### src/hw/rtl/cbcd_pkg.sv
package cbcd_pkg;

  // Compass code of the result. Up is +y, right is +x.
  typedef enum logic [2:0] {
    DIR_UP    = 3'd0,
    DIR_RIGHT = 3'd1,
    DIR_DOWN  = 3'd2,
    DIR_LEFT  = 3'd3,
    DIR_NONE  = 3'd4
  } dir_t;

  // One ball and box pair, all in 1/16 pixel.
  typedef struct packed {
    logic signed [15:0] ball_x;
    logic signed [15:0] ball_y;
    logic        [14:0] ball_diameter;
    logic signed [15:0] box_x;
    logic signed [15:0] box_y;
    logic        [14:0] box_width;
    logic        [14:0] box_height;
  } pair_t;

  // One test result, offsets in 1/32 pixel.
  typedef struct packed {
    logic               hit;
    logic        [2:0]  direction;
    logic signed [15:0] offset_x;
    logic signed [15:0] offset_y;
  } result_t;

  // Widths of the internal 1/32 pixel arithmetic.
  localparam int unsigned AxisW = 19;
  localparam int unsigned SqW   = 2 * AxisW;
  localparam int unsigned RadW  = 30;

endpackage

### src/hw/rtl/cbcd_if.sv
interface cbcd_if #(
  parameter type payload_t = logic
);
  logic     valid;
  logic     ready;
  payload_t data;

  modport source (output valid, output data, input ready);
  modport sink   (input valid, input data, output ready);
endinterface

### src/hw/rtl/circle_box_collision_direction.sv
// Circle versus axis-aligned box collision test. Each transfer on req carries a
// ball (bounding corner and diameter) and a box (corner, width, height) in
// 1/16 pixel; each one yields exactly one transfer on rsp with a hit flag, a
// compass direction and the offset from the ball centre to the closest box
// point in 1/32 pixel. On a miss the direction is up and both offsets are
// zero; on a hit with zero offset the direction code is four. The block is a
// four stage pipeline (centre difference, clamp, squares and direction pick,
// sum and compare into the output register), so it takes one pair per clock
// while rsp does not stall. A result passes through the stage 1, 2 and 3
// registers and the output register before it shows on rsp. The squaring
// multipliers are 19 by 19 bits and the compare is a 39 bit add and compare.
// Each stage advances when the stage after it is empty or moving, so a stall
// on rsp fills bubbles first and only then drops req.ready.
module circle_box_collision_direction (
  input logic   clk,
  input logic   rst,
  cbcd_if.sink   req,
  cbcd_if.source rsp
);
  import cbcd_pkg::*;

  // Stage 1: centre difference per axis, centre minus box centre.
  logic                    v1;
  logic signed [AxisW-1:0] diff_x;
  logic signed [AxisW-1:0] diff_y;
  logic        [14:0]      size_x1;
  logic        [14:0]      size_y1;
  logic        [14:0]      diam1;

  // Stage 2: offset of the closest box point from the ball centre.
  logic                    v2;
  logic signed [AxisW-1:0] off_x;
  logic signed [AxisW-1:0] off_y;
  logic        [14:0]      diam2;

  // Stage 3: squares and the direction pick.
  logic               v3;
  logic [SqW-1:0]     sq_x;
  logic [SqW-1:0]     sq_y;
  logic [RadW-1:0]    rad2;
  logic signed [15:0] off_x3;
  logic signed [15:0] off_y3;
  dir_t               dir3;

  // Output register.
  logic    out_valid;
  result_t out_data;

  // Advance enables, from the output back to the input.
  logic en_out;
  logic en3;
  logic en2;
  logic en1;

  assign en_out    = !out_valid || rsp.ready;
  assign en3       = !v3 || en_out;
  assign en2       = !v2 || en3;
  assign en1       = !v1 || en2;
  assign req.ready = en1;
  assign rsp.valid = out_valid;
  assign rsp.data  = out_data;

  // Stage 1 logic. The centres are 2*corner + size in 1/32 pixel; the
  // difference stays well inside 19 signed bits.
  logic signed [AxisW-1:0] diff_x_next;
  logic signed [AxisW-1:0] diff_y_next;

  always_comb begin
    logic signed [AxisW-1:0] ball_cx, ball_cy, box_cx, box_cy;
    // Sign extension of the doubled corners.
    ball_cx = AxisW'(signed'({{2{req.data.ball_x[15]}}, req.data.ball_x, 1'b0}))
              + AxisW'({1'b0, req.data.ball_diameter});
    ball_cy = AxisW'(signed'({{2{req.data.ball_y[15]}}, req.data.ball_y, 1'b0}))
              + AxisW'({1'b0, req.data.ball_diameter});
    box_cx  = AxisW'(signed'({{2{req.data.box_x[15]}}, req.data.box_x, 1'b0}))
              + AxisW'({1'b0, req.data.box_width});
    box_cy  = AxisW'(signed'({{2{req.data.box_y[15]}}, req.data.box_y, 1'b0}))
              + AxisW'({1'b0, req.data.box_height});
    diff_x_next = ball_cx - box_cx;
    diff_y_next = ball_cy - box_cy;
  end

  always_ff @(posedge clk) begin
    if (rst) begin
      v1 <= 1'b0;
    end else if (en1) begin
      v1 <= req.valid;
    end
    if (en1 && req.valid) begin
      diff_x  <= diff_x_next;
      diff_y  <= diff_y_next;
      size_x1 <= req.data.box_width;
      size_y1 <= req.data.box_height;
      diam1   <= req.data.ball_diameter;
    end
  end

  // Stage 2 logic. The closest point minus the ball centre equals the
  // clamped difference minus the difference, so it is zero inside the box.
  logic signed [AxisW-1:0] off_x_next;
  logic signed [AxisW-1:0] off_y_next;

  always_comb begin
    logic signed [AxisW-1:0] half_x, half_y;
    half_x = AxisW'({1'b0, size_x1});
    half_y = AxisW'({1'b0, size_y1});
    if (diff_x < -half_x) begin
      off_x_next = -half_x - diff_x;
    end else if (diff_x > half_x) begin
      off_x_next = half_x - diff_x;
    end else begin
      off_x_next = '0;
    end
    if (diff_y < -half_y) begin
      off_y_next = -half_y - diff_y;
    end else if (diff_y > half_y) begin
      off_y_next = half_y - diff_y;
    end else begin
      off_y_next = '0;
    end
  end

  always_ff @(posedge clk) begin
    if (rst) begin
      v2 <= 1'b0;
    end else if (en2) begin
      v2 <= v1;
    end
    if (en2 && v1) begin
      off_x <= off_x_next;
      off_y <= off_y_next;
      diam2 <= diam1;
    end
  end

  // Stage 3 logic. Candidates are taken in the order up, right, down, left;
  // one wins only by strictly beating zero and every earlier winner.
  logic signed [SqW-1:0] sq_x_next;
  logic signed [SqW-1:0] sq_y_next;
  dir_t                  dir_next;

  assign sq_x_next = off_x * off_x;
  assign sq_y_next = off_y * off_y;

  always_comb begin
    logic signed [AxisW:0] c_up, c_right, c_down, c_left, best;
    c_up    = (AxisW+1)'(off_y);
    c_right = (AxisW+1)'(off_x);
    c_down  = -c_up;
    c_left  = -c_right;
    best     = '0;
    dir_next = DIR_NONE;
    if (c_up > best) begin
      best     = c_up;
      dir_next = DIR_UP;
    end
    if (c_right > best) begin
      best     = c_right;
      dir_next = DIR_RIGHT;
    end
    if (c_down > best) begin
      best     = c_down;
      dir_next = DIR_DOWN;
    end
    if (c_left > best) begin
      dir_next = DIR_LEFT;
    end
  end

  always_ff @(posedge clk) begin
    if (rst) begin
      v3 <= 1'b0;
    end else if (en3) begin
      v3 <= v2;
    end
    if (en3 && v2) begin
      sq_x   <= SqW'(unsigned'(sq_x_next));
      sq_y   <= SqW'(unsigned'(sq_y_next));
      rad2   <= {15'd0, diam2} * {15'd0, diam2};
      off_x3 <= off_x[15:0];
      off_y3 <= off_y[15:0];
      dir3   <= dir_next;
    end
  end

  // Stage 4 logic: squared distance against squared radius. On a hit each
  // offset magnitude is below the diameter, so 16 bits hold it exactly.
  logic [SqW:0] dist2;
  logic         hit_next;
  result_t      out_next;

  assign dist2    = {1'b0, sq_x} + {1'b0, sq_y};
  assign hit_next = dist2 < (SqW+1)'(rad2);

  always_comb begin
    out_next.hit = hit_next;
    if (hit_next) begin
      out_next.direction = dir3;
      out_next.offset_x  = off_x3;
      out_next.offset_y  = off_y3;
    end else begin
      out_next.direction = DIR_UP;
      out_next.offset_x  = '0;
      out_next.offset_y  = '0;
    end
  end

  always_ff @(posedge clk) begin
    if (rst) begin
      out_valid <= 1'b0;
    end else if (en_out) begin
      out_valid <= v3;
    end
    if (en_out && v3) begin
      out_data <= out_next;
    end
  end

  // A miss always reports up with zero offsets.
  a_miss_clean: assert property (@(posedge clk) disable iff (rst)
    (out_valid && !out_data.hit) |->
      (out_data.direction == DIR_UP && out_data.offset_x == 16'sd0 &&
       out_data.offset_y == 16'sd0))
    else $error("miss result carries direction or offset");

  // Direction code four only for a zero offset.
  a_none_zero: assert property (@(posedge clk) disable iff (rst)
    (out_valid && out_data.hit && out_data.direction == DIR_NONE) |->
      (out_data.offset_x == 16'sd0 && out_data.offset_y == 16'sd0))
    else $error("zero-offset direction with nonzero offset");

  // An up result needs a positive y offset.
  a_up_positive: assert property (@(posedge clk) disable iff (rst)
    (out_valid && out_data.hit && out_data.direction == DIR_UP) |->
      (out_data.offset_y > 16'sd0))
    else $error("up direction without positive y offset");

  // With every stage full and the output stalled, no request is taken.
  a_full_stall: assert property (@(posedge clk) disable iff (rst)
    (v1 && v2 && v3 && out_valid && !rsp.ready) |-> !req.ready)
    else $error("request taken while the pipeline is full and stalled");

  // A filled stage moves on whenever the output drains.
  a_drain_moves: assert property (@(posedge clk) disable iff (rst)
    (v3 && rsp.ready) |=> out_valid)
    else $error("stage three item lost while the output drained");

endmodule

### src/flat_wrapper.sv
// flat-port wrapper written by rule: the top's interface ports become plain ports
module circle_box_collision_direction_flat import cbcd_pkg::*;
  (clk, rst, req_valid, req_data, req_ready, rsp_valid, rsp_data, rsp_ready);
  cbcd_if #(.payload_t(pair_t)) req_i ();
  cbcd_if #(.payload_t(result_t)) rsp_i ();
  input logic clk;
  input logic rst;
  input wire logic [$bits(req_i.valid)-1:0] req_valid;
  input wire logic [$bits(req_i.data)-1:0] req_data;
  output wire logic [$bits(req_i.ready)-1:0] req_ready;
  output wire logic [$bits(rsp_i.valid)-1:0] rsp_valid;
  output wire logic [$bits(rsp_i.data)-1:0] rsp_data;
  input wire logic [$bits(rsp_i.ready)-1:0] rsp_ready;
  assign req_i.valid = req_valid;
  assign req_i.data = req_data;
  assign req_ready = req_i.ready;
  assign rsp_valid = rsp_i.valid;
  assign rsp_data = rsp_i.data;
  assign rsp_i.ready = rsp_ready;
  circle_box_collision_direction u_core (.clk(clk), .rst(rst), .req(req_i), .rsp(rsp_i));
endmodule
### config.mk
export PLATFORM = sky130hd
export DESIGN_NAME = circle_box_collision_direction_flat
export DESIGN_NICKNAME = d
export VERILOG_FILES = /design/src/hw/rtl/cbcd_pkg.sv /design/src/hw/rtl/cbcd_if.sv /design/src/hw/rtl/circle_box_collision_direction.sv /design/src/flat_wrapper.sv
export SDC_FILE = /design/constraint.sdc
export NUM_CORES = 2
export LEC_CHECK = 0
export BUFFER_PORTS_ARGS = -buffer_cell sky130_fd_sc_hd__buf_2
export CORE_ASPECT_RATIO = 0.9
export CORE_MARGIN = 4
export CORE_UTILIZATION = 60
export CTS_BUF_LIST = sky130_fd_sc_hd__clkbuf_4
export DETAILED_ROUTE_END_ITERATION = 6
export MAX_ROUTING_LAYER = met4
export PLACE_DENSITY = 0.82
export SLEW_MARGIN = 20
export SYNTH_ARGS = -nofsm -noshare
export SYNTH_HDL_FRONTEND = slang
export SYNTH_SLANG_ARGS = --single-unit
export TNS_END_PERCENT = 1
### constraint.sdc
create_clock -name clk -period 11.2 [get_ports clk]
set_input_delay 0 -clock clk [delete_from_list [all_inputs] [get_ports clk]]
set_output_delay 0 -clock clk [all_outputs]
set_load 0.05 [all_outputs]
Yosys cells after proc, flatten, opt, wreduce, memory -nomap -nowiden
Cells that the tools add are included.
Word-level totals
  input bits: 113
  word-level logic and storage cells: 75
  output and inout bits: 38
  flip-flop bits (word level): 317
Operators by class
  $lt $le $gt $ge: 9
  multipliers: 3
  mux-type cells: 10
  $add $sub $neg: 15
  reduce and logical (&&, ||, !) cells: 14
Operators by type and width (number)
  multiplier 19 x 19 -> 38 bit: 2
  2-to-1 mux 19 bit: 4
  subtractor 19 bit: 4
  adder 17 x 16 -> 18 bit: 4
  2-to-1 mux 20 bit: 3
  > comparator 20 bit: 2
  negator 19 -> 20 bit: 2
  adder 38 x 38 -> 39 bit: 1
  < comparator 39 x 30 -> 1 bit: 1
  > comparator 19 x 16 -> 1 bit: 2
  < comparator 19 bit: 2
  negator 15 -> 19 bit: 2
  subtractor 16 x 19 -> 19 bit: 2
  multiplier 15 x 15 -> 30 bit: 1
  > comparator 19 x 20 -> 1 bit: 1
  > comparator 19 x 1 -> 1 bit, second input constant: 1
  logical AND 1 bit: 4
  zero test 1 bit: 4
  logical OR 1 bit: 4
  2-to-1 mux 3 bit: 1
  OR reduction 3 bit: 1
  2-to-1 mux 2 bit: 1
  OR reduction 2 bit: 1
  2-to-1 mux 1 bit: 1

Longest topological paths before layout
  depth in word-level cells: 8
  depth in mapped cells: 46
  mapped depth without buffers: 41

Worst setup path before layout
OpenSTA, ideal clock, no wires.
  path kind: reg-to-reg
  start: register u_core.out_valid (netlist: u_core.rsp.valid)
  end: register u_core.dir3[0] (enable)
  setup time: 0.840 ns
  required time: 10.360 ns
  arrival time: 10.540 ns
  path buffers: 0
  clock period less this slack: 11.380 ns
  slack: -0.180 ns
  stages on the path, launching flop included: 3
  path through: dfxtp_1 nor2b_1 a21boi_0
Between the ends
  longest elaborated chain between the ends: 4
RTL lines
  start, declared: line circle_box_collision_direction.sv:46  | logic out_valid;
  start signal, assigned: line circle_box_collision_direction.sv:212  | out_valid <= v3;
  zero test 1 bit: line circle_box_collision_direction.sv:55  | assign en_out = !out_valid || rsp.ready;
  logical OR 1 bit: line circle_box_collision_direction.sv:55
  logical OR 1 bit: line circle_box_collision_direction.sv:56  | assign en3 = !v3 || en_out;
  logical AND 1 bit: line circle_box_collision_direction.sv:176  | if (en3 && v2) begin
  end signal, assigned: line circle_box_collision_direction.sv:182  | dir3 <= dir_next;
  end, declared: line circle_box_collision_direction.sv:43  | dir_t dir3;
Every way passes these cells.
A chain may end at the register's enable or synchronous reset.

Worst setup path after layout
  start: register u_core.off_y[0]
  end: register u_core.dir3[2], data pin
Between the ends
  longest elaborated chain between the ends: 8
  elaborated cells on any way between the ends: 10
  those cells by class: add/sub: 1; order compare: 4; mux: 4; reduce/logical: 1
RTL lines
  start, declared: line circle_box_collision_direction.sv:33  | logic signed [AxisW-1:0] off_y;
  start signal, assigned: line circle_box_collision_direction.sv:131  | off_y <= off_y_next;
  > comparator 19 x 1 -> 1 bit: line circle_box_collision_direction.sv:153  | if (c_up > best) begin
  2-to-1 mux 20 bit: line circle_box_collision_direction.sv:153
  > comparator 19 x 20 -> 1 bit: line circle_box_collision_direction.sv:157  | if (c_right > best) begin
  2-to-1 mux 20 bit: line circle_box_collision_direction.sv:157
  > comparator 20 bit: line circle_box_collision_direction.sv:161  | if (c_down > best) begin
  2-to-1 mux 20 bit: line circle_box_collision_direction.sv:161
  > comparator 20 bit: line circle_box_collision_direction.sv:165  | if (c_left > best) begin
  OR reduction 3 bit (no line)
Several ways; a longest one is shown, not always the timed one.

==> qor.yml <==
status: "finished, final reports clean"
timing.critical_path.arrival_ps: 10530
seq_area_um2: 9330
fill_cells: 6402
multi_input_area_um2: 38400
hold_viol_final: 0
die_y_um: 288
slew_headroom: 0.221
yosysSeqAreaShare: 0.179
port_buffers: 150
gr-total-overflow: 0
rows: 102
wire_per_inst_um: 20.1
ios: 151
crit_slowest_cell: "a211o_1"
fin_ws_ps: 1380
synth-seq-cells: 312
clockRootBuffer: "clkbuf_4"
synthCells: 5317
cts-buffers-inserted: 86
avgSynthCellArea_um2: 9.81
rsz0062_at_grt: "false"
holdBufCountCts: 172
clock_sinks: 312
synth_warnings: 0
min_from: "req_data[104]"
ant_nets: 0
finalNetCount: 7204
initial_core_util: 0.605
die_width_um: 319
htreeDepth: 3
synth_top_area_frac: 0.316
slew_viol_final: 0
synth_edf_count: 308
grt_start_max_net_pins: 75
r2r_start: "u_core.off_y[0]"
async_flop_share: 0
endpoint_kind: "register"
drive_gt1_frac: 0.0699
holdPathEnd: "u_core.diff_x[12]"
crit_path_start_kind: "register"
crit_path_max_fanout: 38
area_growth_syn_to_layout_pct: 9.61
final_common_cell: "inv_1"
track_usage: 0.318
cts_setup_buffers: 0
clk_latency_ps: 870
dp_worst_setup_slack_ps: 1490
drt-initial-drc-count: 3094
cts_tree: "built"
final_cell_mix: "inv_1 (1050), fa_1 (822), ha_1 (617)"
cp.required_ps: 11910
reg2reg_depth: 41
synthTopCellsByArea: "fa_1 (32%), edfxtp_1 (18%), ha_1 (15%)"
max_freq_mhz: 102
fp.coreArea_um2: 86100
grt_pass1_vias: 42600
dp_cells: 6536
hold_path.class: "input pin to register"
synth_fp_nets: 6869
die-area_um2: 91700
synthesis.area_um2: 52100
fin_setup_tns_ps: 0
dpl.hpwl_um: 106000
cts_buffer_depth: 3
rr_endpoint: "u_core.dir3[2]"
synth_area_leader_cell: "fa_1"
hold_path_depth: 5
synthFlopType: "edfxtp_1"
wl_um: 138000
final_cell_count_no_fill: 6868
grt_pass1_wl_um: 225000
min_period_over_period: 0.877
clk_pin_slew_worst_paths_ps: 80
drt_pass1_iterations: 7
antenna_found_initial: 2
gp_congestion: 0.961
cpMostUsedCell: "a21o_1"
rrSetupSlack_ps: 1380
vias: 39600
drc_errors: 0
cpPeakStageDelay_ps: 750
setup_viol: 0
synth.distinct_cells: 85
via_per_inst: 5.76
criticalPathCategory: "register to register"
finalCriticalPeriod_ps: 9820
max_slew.worst_pin.slew_ps: 1170
fin_skew_ps: 92.5
cts_resized: 0
drv_cap: 0
cells in the mapped netlist, types with 6 or more instances:
cell type     n
inv_1      1050
fa_1        822
ha_1        617
nand2_1     398
edfxtp_1    308
nor2_1      295
xnor2_1     232
a21oi_1     223
and2_1      190
o21ai_0     143
clkbuf_1    108
a21o_1      107
xor2_1       99
nor3_1       82
nand3_1      58
nor2b_1      51
nand2b_1     43
o21a_1       42
o21bai_1     35
nand4_1      32
o22ai_1      32
and3_1       30
a211oi_1     25
a31oi_1      24
or3_1        24
mux2_2       20
or2_2        20
o211ai_1     17
a21boi_0     16
a31o_2       12
nor4_1       12
o31ai_1      10
buf_1         9
a211o_1       7
or4_1         7
a2111oi_0     6
o2111ai_1     6
critical path, delay by kind of cell, from the launching register on:
family / cells / cell delay, ps
fa+ha+maj: 4 / 1110
flops: 1 / 600
simple gates: 11 / 2390
mux: 1 / 390
buf+inv: 3 / 680
compound gates: 22 / 4510
through the flow:
step	area (um^2)	hold WS, ps	utilization
3_5_place_dp	54200	198	0.629
4_1_cts	57100	3.51	0.663
5_1_grt	57100	108	0.663
6_report	57100	128	0.663
3_3_place_gp	54200	197	0.629
2_1_floorplan	52100	69.1	-
registers in the layout (all words and copies together), names as in the netlist, 16 cells and up:
signal and count:
u_core.rsp.data 36, u_core.sq_x 36, u_core.sq_y 36, u_core.rad2 29, u_core.diff_x 19, u_core.diff_y 19, u_core.off_x 19, u_core.off_y 19
u_core.off_x3 16, u_core.off_y3 16
logic make-up after synthesis:
| kind of cell | Yosys count | synth area share |
|---|---|---|
| and+or+nand+nor | 1265 | 0.116 |
| xor gates and xnor gates | 331 | 0.0556 |
| DFF | 312 | 0.179 |
| buffers and inverters | 1175 | 0.0850 |
| other | 1 | 0.0000719 |
| muxes | 25 | 0.00528 |
| adders and majority gates | 1439 | 0.464 |
| AOI/OAI and AO/OA | 769 | 0.0950 |
worst max path at each step:
stage	start	endpoint	slack [ps]	cells after the start
finish	u_core.off_y[0]	u_core.dir3[2]	1380	41
CTS	u_core.off_y[0]	u_core.dir3[2]	1470	41
floorplan	u_core.off_y[0]	u_core.dir3[0]	2150	43
global placement	u_core.off_y[0]	u_core.dir3[2]	1630	41
detailed placement	u_core.off_y[0]	u_core.dir3[2]	1490	41
global route	u_core.off_y[0]	u_core.dir3[2]	650	39
per-layer routing:
metal  global-route usage  vias up  part of all wire
met5                    -        -                 0
met4                0.129        0             0.046
met3               0.0668      459             0.089
met2                0.508     1887              0.47
met1                0.399    19300              0.40
li1                     -    18000                 -
area by class of cell:
class	count	area share
multi-input combinational	3830	0.672
antenna	2	0.0000876
sequential	312	0.163
tap	1144	0.0250
inverter	1054	0.0692
clock buffer	111	0.0146
clock inverter	47	0.00633
timing repair buffer	368	0.0493
Power is left out: the tool's default activity adds up to more than one toggle a clock period on the data nets, which glitch-free logic cannot reach.
